### src/rtl/upd_pkg.sv
// shared types, character constants and hex helpers of the url percent decoder
package upd_pkg;

  // character codes
  localparam logic [7:0] CH_PERCENT = 8'h25;
  localparam logic [7:0] CH_ZERO    = 8'h30;
  localparam logic [7:0] CH_NINE    = 8'h39;
  localparam logic [7:0] CH_UP_A    = 8'h41;
  localparam logic [7:0] CH_UP_F    = 8'h46;
  localparam logic [7:0] CH_LO_A    = 8'h61;
  localparam logic [7:0] CH_LO_F    = 8'h66;
  localparam logic [7:0] HEX_TEN    = 8'd10;

  // queue depths
  localparam int unsigned CMD_DEPTH = 4;
  localparam int unsigned RES_DEPTH = 2;

  // capacity after reset
  localparam logic [15:0] CAP_RESET = 16'hFFFF;

  // escape tracking
  typedef enum logic [1:0] {
    PH_IDLE = 2'd0,
    PH_PCT  = 2'd1,
    PH_DIG  = 2'd2
  } phase_t;

  // work handed from front to back: up to three candidate bytes, then maybe a marker
  typedef struct packed {
    logic [1:0]      nbytes;
    logic            last;
    logic [2:0][7:0] bytes;
  } cmd_t;

  // one result request
  typedef struct packed {
    logic        valid;
    logic [7:0]  data;
    logic        last;
    logic [15:0] length;
    logic        truncated;
  } res_t;

  function automatic logic is_hex(input logic [7:0] c);
    return ((c >= CH_ZERO) && (c <= CH_NINE)) ||
           ((c >= CH_UP_A) && (c <= CH_UP_F)) ||
           ((c >= CH_LO_A) && (c <= CH_LO_F));
  endfunction

  function automatic logic [3:0] hex_val(input logic [7:0] c);
    logic [7:0] v;
    if (c <= CH_NINE) begin
      v = c - CH_ZERO;
    end else if (c <= CH_UP_F) begin
      v = c - CH_UP_A + HEX_TEN;
    end else begin
      v = c - CH_LO_A + HEX_TEN;
    end
    return v[3:0];
  endfunction

endpackage

### src/rtl/upd_fifo.sv
// small first-in first-out queue built from flops
module upd_fifo #(
  parameter int unsigned WIDTH = 8,
  parameter int unsigned DEPTH = 4
) (
  input  logic             clk,
  input  logic             rst_n,
  input  logic             push,
  input  logic [WIDTH-1:0] wr_data,
  input  logic             pop,
  output logic [WIDTH-1:0] rd_data,
  output logic             full,
  output logic             empty
);

  localparam int unsigned PW = (DEPTH > 1) ? $clog2(DEPTH) : 1;
  localparam int unsigned CW = $clog2(DEPTH + 1);
  localparam logic [PW-1:0] LAST_PTR = PW'(DEPTH - 1);
  localparam logic [CW-1:0] FULL_CNT = CW'(DEPTH);

  logic [WIDTH-1:0] mem_r [DEPTH];
  logic [PW-1:0]    wr_ptr_r, wr_ptr_nxt;
  logic [PW-1:0]    rd_ptr_r, rd_ptr_nxt;
  logic [CW-1:0]    cnt_r, cnt_nxt;
  logic             do_push, do_pop;

  assign full    = (cnt_r == FULL_CNT);
  assign empty   = (cnt_r == '0);
  assign do_push = push && !full;
  assign do_pop  = pop && !empty;
  assign rd_data = mem_r[rd_ptr_r];

  // pointer and fill bookkeeping
  always_comb begin
    wr_ptr_nxt = wr_ptr_r;
    rd_ptr_nxt = rd_ptr_r;
    cnt_nxt    = cnt_r;
    if (do_push) begin
      wr_ptr_nxt = (wr_ptr_r == LAST_PTR) ? '0 : wr_ptr_r + 1'b1;
    end
    if (do_pop) begin
      rd_ptr_nxt = (rd_ptr_r == LAST_PTR) ? '0 : rd_ptr_r + 1'b1;
    end
    if (do_push && !do_pop) begin
      cnt_nxt = cnt_r + 1'b1;
    end else if (do_pop && !do_push) begin
      cnt_nxt = cnt_r - 1'b1;
    end
  end

  always_ff @(posedge clk) begin
    if (!rst_n) begin
      wr_ptr_r <= '0;
      rd_ptr_r <= '0;
      cnt_r    <= '0;
    end else begin
      wr_ptr_r <= wr_ptr_nxt;
      rd_ptr_r <= rd_ptr_nxt;
      cnt_r    <= cnt_nxt;
    end
  end

  // storage
  always_ff @(posedge clk) begin
    if (do_push) begin
      mem_r[wr_ptr_r] <= wr_data;
    end
  end

endmodule

### src/rtl/upd_front.sv
// front end: tracks escapes and turns each request into a command
module upd_front (
  input  logic          clk,
  input  logic          rst_n,
  input  logic          accept,
  input  logic          mode,
  input  logic [7:0]    data,
  output upd_pkg::cmd_t cmd,
  output logic          cmd_push
);
  import upd_pkg::*;

  phase_t     phase_r, phase_nxt;
  logic [7:0] held_r, held_nxt;
  logic       c_hex, c_pct;

  assign c_hex = is_hex(data);
  assign c_pct = (data == CH_PERCENT);

  // next escape state
  always_comb begin
    phase_nxt = phase_r;
    held_nxt  = held_r;
    if (mode) begin
      phase_nxt = PH_IDLE;
      held_nxt  = '0;
    end else begin
      unique case (phase_r)
        PH_PCT: begin
          if (c_hex) begin
            phase_nxt = PH_DIG;
            held_nxt  = data;
          end else begin
            phase_nxt = c_pct ? PH_PCT : PH_IDLE;
          end
        end
        PH_DIG: begin
          held_nxt  = '0;
          phase_nxt = (!c_hex && c_pct) ? PH_PCT : PH_IDLE;
        end
        default: begin
          phase_nxt = c_pct ? PH_PCT : PH_IDLE;
        end
      endcase
    end
  end

  // command contents
  always_comb begin
    cmd        = '0;
    cmd.last   = mode;
    if (mode) begin
      unique case (phase_r)
        PH_PCT: begin
          cmd.bytes[0] = CH_PERCENT;
          cmd.nbytes   = 2'd1;
        end
        PH_DIG: begin
          cmd.bytes[0] = CH_PERCENT;
          cmd.bytes[1] = held_r;
          cmd.nbytes   = 2'd2;
        end
        default: begin
          cmd.nbytes = 2'd0;
        end
      endcase
    end else begin
      unique case (phase_r)
        PH_PCT: begin
          cmd.bytes[0] = CH_PERCENT;
          cmd.bytes[1] = data;
          if (c_hex) begin
            cmd.nbytes = 2'd0;
          end else if (c_pct) begin
            cmd.nbytes = 2'd1;
          end else begin
            cmd.nbytes = 2'd2;
          end
        end
        PH_DIG: begin
          if (c_hex) begin
            cmd.bytes[0] = {hex_val(held_r), hex_val(data)};
            cmd.nbytes   = 2'd1;
          end else begin
            cmd.bytes[0] = CH_PERCENT;
            cmd.bytes[1] = held_r;
            cmd.bytes[2] = data;
            cmd.nbytes   = c_pct ? 2'd2 : 2'd3;
          end
        end
        default: begin
          cmd.bytes[0] = data;
          cmd.nbytes   = c_pct ? 2'd0 : 2'd1;
        end
      endcase
    end
  end

  // only commands with work go into the queue
  assign cmd_push = accept && ((cmd.nbytes != 2'd0) || cmd.last);

  always_ff @(posedge clk) begin
    if (!rst_n) begin
      phase_r <= PH_IDLE;
      held_r  <= '0;
    end else if (accept) begin
      phase_r <= phase_nxt;
      held_r  <= held_nxt;
    end
  end

endmodule

### src/rtl/upd_back.sv
// back end: applies the capacity limit and handles one slot per step, issuing at most one result
module upd_back #(
  parameter int unsigned COUNT_WIDTH = 16
) (
  input  logic          clk,
  input  logic          rst_n,
  input  logic [15:0]   capacity,
  input  upd_pkg::cmd_t cmd,
  input  logic          cmd_empty,
  output logic          cmd_pop,
  input  logic          res_full,
  output upd_pkg::res_t res,
  output logic          res_push
);
  import upd_pkg::*;

  localparam int unsigned LW = (COUNT_WIDTH > 16) ? COUNT_WIDTH : 16;

  logic [1:0]             idx_r, idx_nxt;
  logic [COUNT_WIDTH-1:0] count_r, count_nxt;
  logic                   drop_r, drop_nxt;
  logic                   go, byte_slot, room, final_byte;
  logic [15:0]            limit;
  logic [LW-1:0]          count_ext;
  logic [7:0]             cur_byte;

  assign go         = !cmd_empty && !res_full;
  assign byte_slot  = (idx_r < cmd.nbytes);
  assign final_byte = (idx_r == (cmd.nbytes - 2'd1)) && !cmd.last;
  assign limit      = (capacity == '0) ? '0 : capacity - 16'd1;
  assign count_ext  = LW'(count_r);
  assign room       = (count_ext < LW'(limit)) && (count_r != {COUNT_WIDTH{1'b1}});

  // current candidate byte
  always_comb begin
    unique case (idx_r)
      2'd0:    cur_byte = cmd.bytes[0];
      2'd1:    cur_byte = cmd.bytes[1];
      default: cur_byte = cmd.bytes[2];
    endcase
  end

  // one slot per step: a byte, or the closing marker
  always_comb begin
    idx_nxt   = idx_r;
    count_nxt = count_r;
    drop_nxt  = drop_r;
    cmd_pop   = 1'b0;
    res_push  = 1'b0;
    res       = '0;
    if (go) begin
      if (byte_slot) begin
        if (room) begin
          res_push   = 1'b1;
          res.valid  = 1'b1;
          res.data   = cur_byte;
          count_nxt  = count_r + 1'b1;
        end else begin
          drop_nxt = 1'b1;
        end
        if (final_byte) begin
          cmd_pop = 1'b1;
          idx_nxt = '0;
        end else begin
          idx_nxt = idx_r + 2'd1;
        end
      end else begin
        res_push      = 1'b1;
        res.last      = 1'b1;
        res.length    = count_ext[15:0];
        res.truncated = drop_r;
        count_nxt     = '0;
        drop_nxt      = 1'b0;
        idx_nxt       = '0;
        cmd_pop       = 1'b1;
      end
    end
  end

  always_ff @(posedge clk) begin
    if (!rst_n) begin
      idx_r   <= '0;
      count_r <= '0;
      drop_r  <= 1'b0;
    end else begin
      idx_r   <= idx_nxt;
      count_r <= count_nxt;
      drop_r  <= drop_nxt;
    end
  end

endmodule

### src/rtl/url_percent_decoder.sv
// top level of the streaming url percent decoder
//
//  channel   direction  handshake          payload
//  input     in         in_push / in_full  in_mode, in_byte
//  result    out        out_pop / out_empty out_valid, out_byte, out_last, out_length,
//                                          out_truncated
//  config    in         cfg_we             cfg_capacity
//
// The front takes one request per cycle while the command queue (4 deep) has room.
// The back works through a request's candidate bytes (kept or dropped), then its marker,
// and issues at most one result per cycle into a 2-deep result queue while it has room.
// It sustains one request per cycle while results drain and each is one byte or marker.
// Synchronous active-low reset; capacity resets to 65535; no clearing pass.
// A stalled result side fills the result queue, then the command queue, then raises in_full.
module url_percent_decoder #(
  parameter int unsigned COUNT_WIDTH = 16
) (
  input  logic        clk,
  input  logic        rst_n,
  input  logic        cfg_we,
  input  logic [15:0] cfg_capacity,
  input  logic        in_push,
  output logic        in_full,
  input  logic        in_mode,
  input  logic [7:0]  in_byte,
  output logic        out_empty,
  input  logic        out_pop,
  output logic        out_valid,
  output logic [7:0]  out_byte,
  output logic        out_last,
  output logic [15:0] out_length,
  output logic        out_truncated
);
  import upd_pkg::*;

  logic [15:0] capacity_r;
  logic        in_accept;
  cmd_t        front_cmd, back_cmd;
  logic        cmd_push, cmd_pop, cmd_full, cmd_empty;
  res_t        back_res, head_res;
  logic        res_push, res_full;

  // capacity register
  always_ff @(posedge clk) begin
    if (!rst_n) begin
      capacity_r <= CAP_RESET;
    end else if (cfg_we) begin
      capacity_r <= cfg_capacity;
    end
  end

  assign in_accept = in_push && !in_full;
  assign in_full   = cmd_full;

  // front end
  upd_front u_front (
    .clk      (clk),
    .rst_n    (rst_n),
    .accept   (in_accept),
    .mode     (in_mode),
    .data     (in_byte),
    .cmd      (front_cmd),
    .cmd_push (cmd_push)
  );

  // command queue between front and back
  upd_fifo #(
    .WIDTH ($bits(cmd_t)),
    .DEPTH (CMD_DEPTH)
  ) u_cmd_q (
    .clk     (clk),
    .rst_n   (rst_n),
    .push    (cmd_push),
    .wr_data (front_cmd),
    .pop     (cmd_pop),
    .rd_data (back_cmd),
    .full    (cmd_full),
    .empty   (cmd_empty)
  );

  // back end
  upd_back #(
    .COUNT_WIDTH (COUNT_WIDTH)
  ) u_back (
    .clk       (clk),
    .rst_n     (rst_n),
    .capacity  (capacity_r),
    .cmd       (back_cmd),
    .cmd_empty (cmd_empty),
    .cmd_pop   (cmd_pop),
    .res_full  (res_full),
    .res       (back_res),
    .res_push  (res_push)
  );

  // result queue
  upd_fifo #(
    .WIDTH ($bits(res_t)),
    .DEPTH (RES_DEPTH)
  ) u_res_q (
    .clk     (clk),
    .rst_n   (rst_n),
    .push    (res_push),
    .wr_data (back_res),
    .pop     (out_pop),
    .rd_data (head_res),
    .full    (res_full),
    .empty   (out_empty)
  );

  assign out_valid     = head_res.valid;
  assign out_byte      = head_res.data;
  assign out_last      = head_res.last;
  assign out_length    = head_res.length;
  assign out_truncated = head_res.truncated;

  // checks
  a_res_no_overflow: assert property (@(posedge clk) disable iff (!rst_n)
    res_push |-> !res_full)
    else $error("result written into a full queue");

  a_cmd_no_underflow: assert property (@(posedge clk) disable iff (!rst_n)
    cmd_pop |-> !cmd_empty && !res_full)
    else $error("command retired without a step");

  a_marker_shape: assert property (@(posedge clk) disable iff (!rst_n)
    (!out_empty && out_last) |-> (!out_valid && out_byte == 8'd0))
    else $error("marker carries a data byte");

  a_push_needs_accept: assert property (@(posedge clk) disable iff (!rst_n)
    cmd_push |-> in_accept)
    else $error("command queued without an input request");

endmodule
### config.mk
export PLATFORM = sky130hd
export DESIGN_NAME = url_percent_decoder
export DESIGN_NICKNAME = d
export VERILOG_FILES = /design/src/rtl/upd_pkg.sv /design/src/rtl/upd_fifo.sv /design/src/rtl/upd_front.sv /design/src/rtl/upd_back.sv /design/src/rtl/url_percent_decoder.sv
export SDC_FILE = /design/constraint.sdc
export NUM_CORES = 1
export LEC_CHECK = 0
export ABC_AREA = 1
export BUFFER_PORTS_ARGS = -buffer_cell sky130_fd_sc_hd__buf_4
export CELL_PAD_IN_SITES_DETAIL_PLACEMENT = 1
export CELL_PAD_IN_SITES_GLOBAL_PLACEMENT = 2
export CORE_UTILIZATION = 40
export CTS_BUF_LIST = sky130_fd_sc_hd__clkbuf_16
export DETAILED_ROUTE_END_ITERATION = 10
export PLACE_DENSITY_LB_ADDON = 0.1
export REMOVE_ABC_BUFFERS = 1
export SLEW_MARGIN = 20
export SYNTH_ARGS = -nofsm -noshare
export SYNTH_HDL_FRONTEND = slang
export SYNTH_SLANG_ARGS = --single-unit
### constraint.sdc
create_clock -name clk -period 4.78 [get_ports clk]
set_input_delay 0.478 -clock clk [delete_from_list [all_inputs] [get_ports clk]]
set_output_delay 0.478 -clock clk [all_outputs]
set_load 0.05 [all_outputs]
==> results of run 1 <==
[through the flow]
| step | setup TNS, ns | cell area (um2) | util, % | std cells |
|---|---|---|---|---|
| after floorplan | -24.97 | 10200 | - | 1015 |
| after global placement | 0 | 11200 | 44.3 | 1419 |
| after detailed placement | 0 | 11200 | 44.3 | 1419 |
| after CTS | 0 | 12000 | 47.4 | 1465 |
| after global routing | 0 | 12000 | 47.4 | 1465 |
| final | 0 | 12000 | 47.4 | 1465 |
[layer usage]
layer	up-vias	track usage (%)	part of all wire (%)
met2	139	29.0	41
met1	3617	30.6	53
met5	-	0	0
li1	3759	-	-
met3	31	2.41	4.1
met4	0	4.04	1.6
[state kept, by name (all words and copies together), names as in the netlist, named ones only]
name / cells
u_back.count_ext: 16
u_cmd_q.mem_r: 108
u_cmd_q.rd_ptr_r: 2
u_res_q.mem_r: 54
u_cmd_q.cnt_r: 3
u_cmd_q.wr_ptr_r: 2
u_front.held_r: 8
capacity_r: 16
u_res_q.wr_ptr_r: 1
u_back.idx_r: 2
u_res_q.cnt_r: 2
u_front.phase_r: 2
u_res_q.rd_ptr_r: 1
u_back.drop_r: 1
[layout make-up]
| type | count | area share (%) |
|---|---|---|
| well taps | 330 | 3.44 |
| inverters | 107 | 3.35 |
| flip-flops and latches | 221 | 50.4 |
| clock buffers | 25 | 5.21 |
| multi-input cells | 687 | 31.6 |
| repair buffers | 74 | 4.63 |
| clock inverters | 21 | 1.40 |
[cells by family (layout without fill, tap and decap cells)]
group,after synthesis,after routing,share of synthesized area [%]
AND/OR/NAND/NOR,406,406,16.4
flip-flops,221,221,58.1
AO/OA/AOI/OAI,193,193,10.3
buffers and inverters,147,227,5.54
adder cells (fa/ha/maj),39,39,4.77
multiplexers,27,27,2.92
XOR/XNOR,22,22,1.85
[critical path: cells and delay by family (launching register included)]
kind / cells / cell delay (ns)
and+or+nand+nor: 12 / 1.71
AOI/OAI and AO/OA: 6 / 0.74
adders and majority gates: 2 / 0.56
DFF: 1 / 0.34
buffers and inverters: 3 / 0.18
xor gates and xnor gates: 1 / 0.16
[cells in the final DEF, fill, tap and decap left out, types with 3 or more instances in the layout]
| cell type | Yosys | routed |
|---|---|---|
| dfxtp_1 | 59 | 59 |
| a21oi_1 | 73 | 71 |
| ha_1 | 38 | 38 |
| clkinv_1 | 6 | 12 |
| clkbuf_16 | 0 | 25 |
| or2_2 | 3 | 3 |
| nand3_1 | 73 | 73 |
| clkinv_2 | 0 | 4 |
| o21ai_0 | 64 | 64 |
| nor2_1 | 122 | 118 |
| edfxtp_1 | 162 | 162 |
| nand4_1 | 11 | 11 |
| nor2_2 | 3 | 7 |
| buf_4 | 1 | 74 |
| nand2_1 | 178 | 178 |
| a31oi_1 | 10 | 10 |
| a211oi_1 | 10 | 10 |
| nor3_1 | 6 | 6 |
| xor2_1 | 17 | 17 |
| mux2_2 | 27 | 27 |
| inv_1 | 99 | 104 |
| xnor2_1 | 5 | 5 |
| o22ai_1 | 25 | 25 |
[worst paths after layout]
path | startpoint | end | slack, ns | depth (start not counted)
max | capacity_r[2]$_SDFFE_PN1P_ | u_res_q.cnt_r[1]$_SDFFE_PN0P_ | 0.96 | 24
min reg2reg | u_front.held_r[7]$_SDFFE_PN0P_ | u_front.held_r[7]$_SDFFE_PN0P_ | 0.45 | 2
max reg2reg | capacity_r[2]$_SDFFE_PN1P_ | u_res_q.cnt_r[1]$_SDFFE_PN0P_ | 0.96 | 24
min | cfg_capacity[8] | capacity_r[8]$_SDFFE_PN1P_ | 0.16 | 3
[where the power goes]
part           leakage [nW]  total (W)  switching (W)  internal, W
Combinational          2.28    0.00304        0.00217     0.000867
Sequential             2.03    0.00272       0.000133      0.00259
Clock                 0.404    0.00184       0.000771      0.00107
Total                  4.72    0.00760        0.00307      0.00452
==> metrics, run 1 <==
Final nets=1185; die area=0.0266 mm2; Fin. Hold Viols=0; DRC errors left=0; largest net degree at the start of global routing=51; top post-synthesis cells by area=edfxtp_1 (47%), dfxtp_1 (11%), nand2_1 (6.4%); Remaining Overflow, GRT=0; CP max stage cell=nand3_2; Final Slew Violations=0; outcome=completed; most frequent CP cell=nand2_1; Yosys top cell by area=edfxtp_1; Antenna Cells=0; Area Overhead vs Synth=15.4%; Gate Count Post-Synth=1055; Post-synth top cells=nand2_1 (178), edfxtp_1 (162), nor2_1 (122), inv_1 (99); antenna-violating nets left=0; chip height=163 um; Die W=163 um; final period utilization=80.0%; post-synth top area share=46.8%; DPL Wire Length=17200 um; number of synthesized register bits=221; Worst Path Required=5.20 ns; Cell variety after synth=44; power consumption=0.00760 W; Max stage delay on crit path=0.40 ns; htree depth=1; Post-CTS Setup Inserts=0; worst setup margin=0.958 ns; Slew @ Worst Pin=1.03 ns; vias in the first global route=7500; Detailed Route Iter0 Violations=397; port bufs=58; post-cts sizing count=0; vias per cell=5.15; Fmax=0.262 GHz; Syn Std Cell Area=0.0104 mm2; TritonCTS Buffers=25; antenna violations before repair=0; worst hold slack=0.157 ns; Worst slew margin=30.9%; critical path endpoint category=flop; first-pass GRT wire length=40900 um; Reg clk slew, reported paths=0.06 ns; crit-path max FO=20; max cap viols=0; Max Root-Sink Buffers=3; initial core utilization=41.1%; vias after detailed routing=7546; DP Worst Slack=0.906 ns; Ports=59; ratio of cells with drive above 1 in the final layout=13.7%; DRT Pass-1 Iters=4; LEAKAGE=4.72 nW; register area=0.00605 mm2; register area share after synthesis=58.1%; YS warnings=0; core area=0.0253 mm2; Filler cells=2881; Pwr Density=633 mW/mm2; drt total wl=25400 um; row cnt=58; commonest register cell after synthesis=edfxtp_1; crit path launch type=flop; Final Skew=0.0119 ns; Critical Path AT=4.24 ns; unrepaired setup endpoints after global routing=no; setup violators final=0; GPL Wtd Cong=0.741; Root Buffer=clkbuf_16; most numerous cell in the Yosys netlist=nand2_1; Synth Area per Inst=9.86 um2; WL/cell=17.4 um; Worst VDD drop=0.000395 V; CTS Sinks=221; Final Critical Period=3.82 ns; number of synthesized flops with an enable pin=162; Hold-fix buffers, CTS=0; Clock Latency Late Sink=0.53 ns; Hold Crit Class=input port to flop; asr flop ratio synth=0%; total global-route track usage=19.7%; CTS tree=done; CP Cell Sequence=nor2_1 > nand2_1 > nor3_1 > inv_1 > nor2_1 > inv_1 > nor2_1 > nand2_1 > nor3_1 > xor2_1 > nand2_1 > ha_1 > nand3_1 > inv_1 > nand2_1 > o211a_1 > o21a_1 > nand3_2 > nand2_1 > ha_1 > a21oi_1 > o21ai_0 > o21ai_0 > a21oi_1; Multi-input gate area=0.00379 mm2; critical setup path kind=flop to flop
(Power assumes the default switching activity.)
==> inputs of run 2 (changes only) <==
--- a/config.mk
+++ b/config.mk
@@ -5,11 +5,11 @@
 export SDC_FILE = /design/constraint.sdc
 export NUM_CORES = 1
 export LEC_CHECK = 0
-export ABC_AREA = 1
+export ABC_AREA = 0
 export BUFFER_PORTS_ARGS = -buffer_cell sky130_fd_sc_hd__buf_4
 export CELL_PAD_IN_SITES_DETAIL_PLACEMENT = 1
 export CELL_PAD_IN_SITES_GLOBAL_PLACEMENT = 2
-export CORE_UTILIZATION = 40
+export CORE_UTILIZATION = 38
 export CTS_BUF_LIST = sky130_fd_sc_hd__clkbuf_16
 export DETAILED_ROUTE_END_ITERATION = 10
 export PLACE_DENSITY_LB_ADDON = 0.1
==> constraint.sdc (replaced) <==
create_clock -name clk -period 3.4 [get_ports clk]
set_input_delay 0.34 -clock clk [delete_from_list [all_inputs] [get_ports clk]]
set_output_delay 0.34 -clock clk [all_outputs]
set_load 0.05 [all_outputs]
==> run 2 against run 1 <==
  * The run now ends with negative setup slack left
  * Sequential share of layout area shrank 3.2 points
  * Synthesized area shrank 0.37%
  * Synthesized cell count shrank 21%
  * Fmax grew 9.3%
  * Clock power grew 34%
  * Clock-buffer cell count is the same
  * Critical path type unchanged
  * Critical endpoint is now u_res_q.mem_r[0][0]$_DFFE_PP_
  * Highest routed layer unchanged
==> metrics, run 2 <==
vias in the first global route=7433 (-0.89%); most numerous cell in the Yosys netlist=edfxtp_1; first-pass GRT wire length=41000 um (+0.15%); Biggest register=u_cmd_q.mem_r; Final nets=1017 (-14%); LEAKAGE=4.82 nW (+2.0%); Hold-fix buffers, CTS=0 (unchanged); unrepaired setup endpoints after global routing=yes; final period utilization=103% (+23 points); number of synthesized register bits=221 (unchanged); DPL Wire Length=17800 um (+3.9%); initial core utilization=38.5% (-2.5 points); Synth Area per Inst=12.5 um2 (+26%); Worst slew margin=46.2% (+15 points); power consumption=0.00982 W (+29%); critical setup path kind=flop to flop; Pwr Density=765 mW/mm2 (+21%); top post-synthesis cells by area=edfxtp_1 (47%), dfxtp_1 (11%), mux4_2 (5.9%); Worst Path Required=3.64 ns (-1.56 ns); post-route design area=0.0128 mm2 (+6.8%); drt total wl=25900 um (+2.0%); vias per cell=5.33 (+3.6%); Worst VDD drop=0.000401 V (+1.5%); ratio of cells with drive above 1 in the final layout=27.4% (+14 points); Clock Latency Late Sink=0.52 ns (about the same); row cnt=60 (+3.4%); Post-synth top cells=edfxtp_1 (162), nand2_1 (101), dfxtp_1 (59), nor2_1 (53), ha_1 (38); crit-path max FO=7 (-65%); Gate Count Post-Synth=831 (-21%); Fmax=0.286 GHz (+9.3%); CTS Sinks=221 (unchanged); GPL Wtd Cong=0.824 (+11%); CTS tree=done; Die W=167 um (+2.4%); post-synth top area share=47.0% (+0.18 points); DRT Pass-1 Iters=4 (unchanged); Largest regs=u_cmd_q.mem_r (108), u_res_q.mem_r (54); outcome=finished, violations left; max reg flops=108 (unchanged); failing checks=negative setup slack; Critical Path AT=3.73 ns (-0.51 ns); Post-Place Cell Area=0.0116 mm2 (+3.2%); Detailed Route Iter0 Violations=345 (-13%); CP Cell Sequence=nor4_4 > buf_4 > nand3_2 > or3_4 > xnor2_2 > nand2_2 > ha_4 > a211oi_2 > o21bai_1 > a41o_1 > a211o_1 > buf_4 > a211oi_4 > buf_6 > clkbuf_16; DRC errors left=0 (unchanged); critical path endpoint category=flop; CP max stage cell=or3_4; Remaining Overflow, GRT=0 (unchanged); Buf+Inv Stages, Crit Path=4 (+1); register area=0.00605 mm2 (about the same); Final Slew Violations=0 (unchanged); Fin. Hold Viols=0 (unchanged); Root Buffer=clkbuf_16; WL/cell=19.8 um (+14%); vias after detailed routing=6977 (-7.5%); antenna violations before repair=0 (unchanged); Hold Crit Class=input port to flop; Area Overhead vs Synth=23.8%; core area=0.0269 mm2 (+6.1%); YS warnings=0 (unchanged); Slew @ Worst Pin=0.803 ns (-0.226 ns); crit path launch type=flop; die area=0.0279 mm2 (+4.8%); fin util=47.7% (+0.33 points); Final Skew=0.00883 ns (-0.00309 ns); Multi-input gate area=0.00431 mm2 (+14%); total global-route track usage=18.7% (-0.95 points); TritonCTS Buffers=25 (unchanged); setup violators final=61 (+61); Max stage delay on crit path=0.36 ns (-0.04 ns); number of synthesized flops with an enable pin=162 (unchanged); Max Root-Sink Buffers=3 (unchanged); port bufs=58 (unchanged); register area share after synthesis=58.4% (+0.22 points); most frequent cells in the layout=edfxtp_1 (162), buf_4 (111), nand2_1 (96); asr flop ratio synth=0% (unchanged); largest net degree at the start of global routing=33 (-35%); Final Critical Period=3.50 ns (-0.324 ns); chip height=167 um (+2.4%); cell family with most CP delay=compound AO/OA/AOI/OAI gates; Ports=59 (unchanged); max cap viols=0 (unchanged); Filler cells=2816 (-2.3%); most frequent CP cell=buf_4; commonest non-fill, non-tap cell in the layout=edfxtp_1; Yosys top cell by area=edfxtp_1; Reg clk slew, reported paths=0.06 ns (about the same); commonest register cell after synthesis=edfxtp_1; antenna-violating nets left=0 (unchanged); Antenna Cells=0 (unchanged); htree depth=1 (unchanged); worst setup margin=-0.0978 ns (-1.06 ns); Syn Std Cell Area=0.0104 mm2 (-0.37%); Cell variety after synth=64 (+45%)
## run 2: changes by cell type after synthesis, moves of 39 or more
| cell | before | now |
|---|---|---|
| a21oi_1 | 73 | 34 |
| inv_1 | 99 | 29 |
| nand2_1 | 178 | 101 |
| nand3_1 | 73 | 15 |
| nor2_1 | 122 | 53 |
| o21ai_0 | 64 | 20 |
## run 2: what timing repair did
item	4_1_cts	5_1_grt
endpoints found under the hold margin	0	0
resized for setup	23	38
setup endpoints to repair	79	87
cloned	2	3
buffers inserted	7	5
pin swaps	18	17
## run 2: logic make-up after synthesis
logic type | synth area share (%)
AOI/OAI and AO/OA | 8.23
and+or+nand+nor | 12.7
buffers and inverters | 2.63
DFF | 58.4
xor gates and xnor gates | 2.16
muxes | 11.1
adders and majority gates | 4.78
## run 2: path summary, 6_finish.rpt
check	start	endpoint	slack, ns	depth (start not counted)
min	cfg_capacity[13]	capacity_r[13]$_SDFFE_PN1P_	0.04	3
min reg2reg	u_cmd_q.rd_ptr_r[0]$_SDFFE_PN0P_	flop	0.50	2
max reg2reg	capacity_r[2]$_SDFFE_PN1P_	u_res_q.mem_r[0][0]$_DFFE_PP_	-0.1	15
max	capacity_r[2]$_SDFFE_PN1P_	u_res_q.mem_r[0][0]$_DFFE_PP_	-0.1	15
## run 2: metal layers
layer | GRT usage [%] | vias up | routed length [um]
met2 | 30.2 | 124 | 11800
met1 | 27.0 | 3455 | 12800
met4 | 3.90 | 0 | 336
met5 | 0 | - | 0
met3 | 2.46 | 30 | 1010
li1 | - | 3368 | -
## run 2: power breakdown
group	switching [W]	internal [W]
logic	0.00224	0.00150
clock network	0.00105	0.00141
registers	0.000178	0.00343
total	0.00347	0.00634
## run 2: area by class of cell
cell class / count / area share [%]
Timing Repair Buffer: 128 / 9.04
Multi-Input combinational cell: 540 / 33.6
Inverter: 32 / 0.937
Clock buffer: 25 / 4.88
Clock inverter: 21 / 1.01
Sequential cell: 221 / 47.2
Tap cell: 341 / 3.33
## run 2: metrics by stage
stage / std cells / hold slack, ns / setup WS [ns] / TNS [ns]
after floorplan: 793 / 0.402 / -1.77 / -75.45
after global placement: 1245 / 0.465 / -0.178 / -5.81
after detailed placement: 1245 / 0.497 / -0.292 / -12.94
after CTS: 1300 / 0.0155 / -0.107 / -3.21
after global routing: 1308 / 0.0309 / -0.230 / -15.33
final: 1308 / 0.0378 / -0.0978 / -4.24
## run 2: tightest hold or removal path, stage by stage
cell and delay (ns):
buf_4 0.08, mux2i_1 0.05, nand2_1 0.06
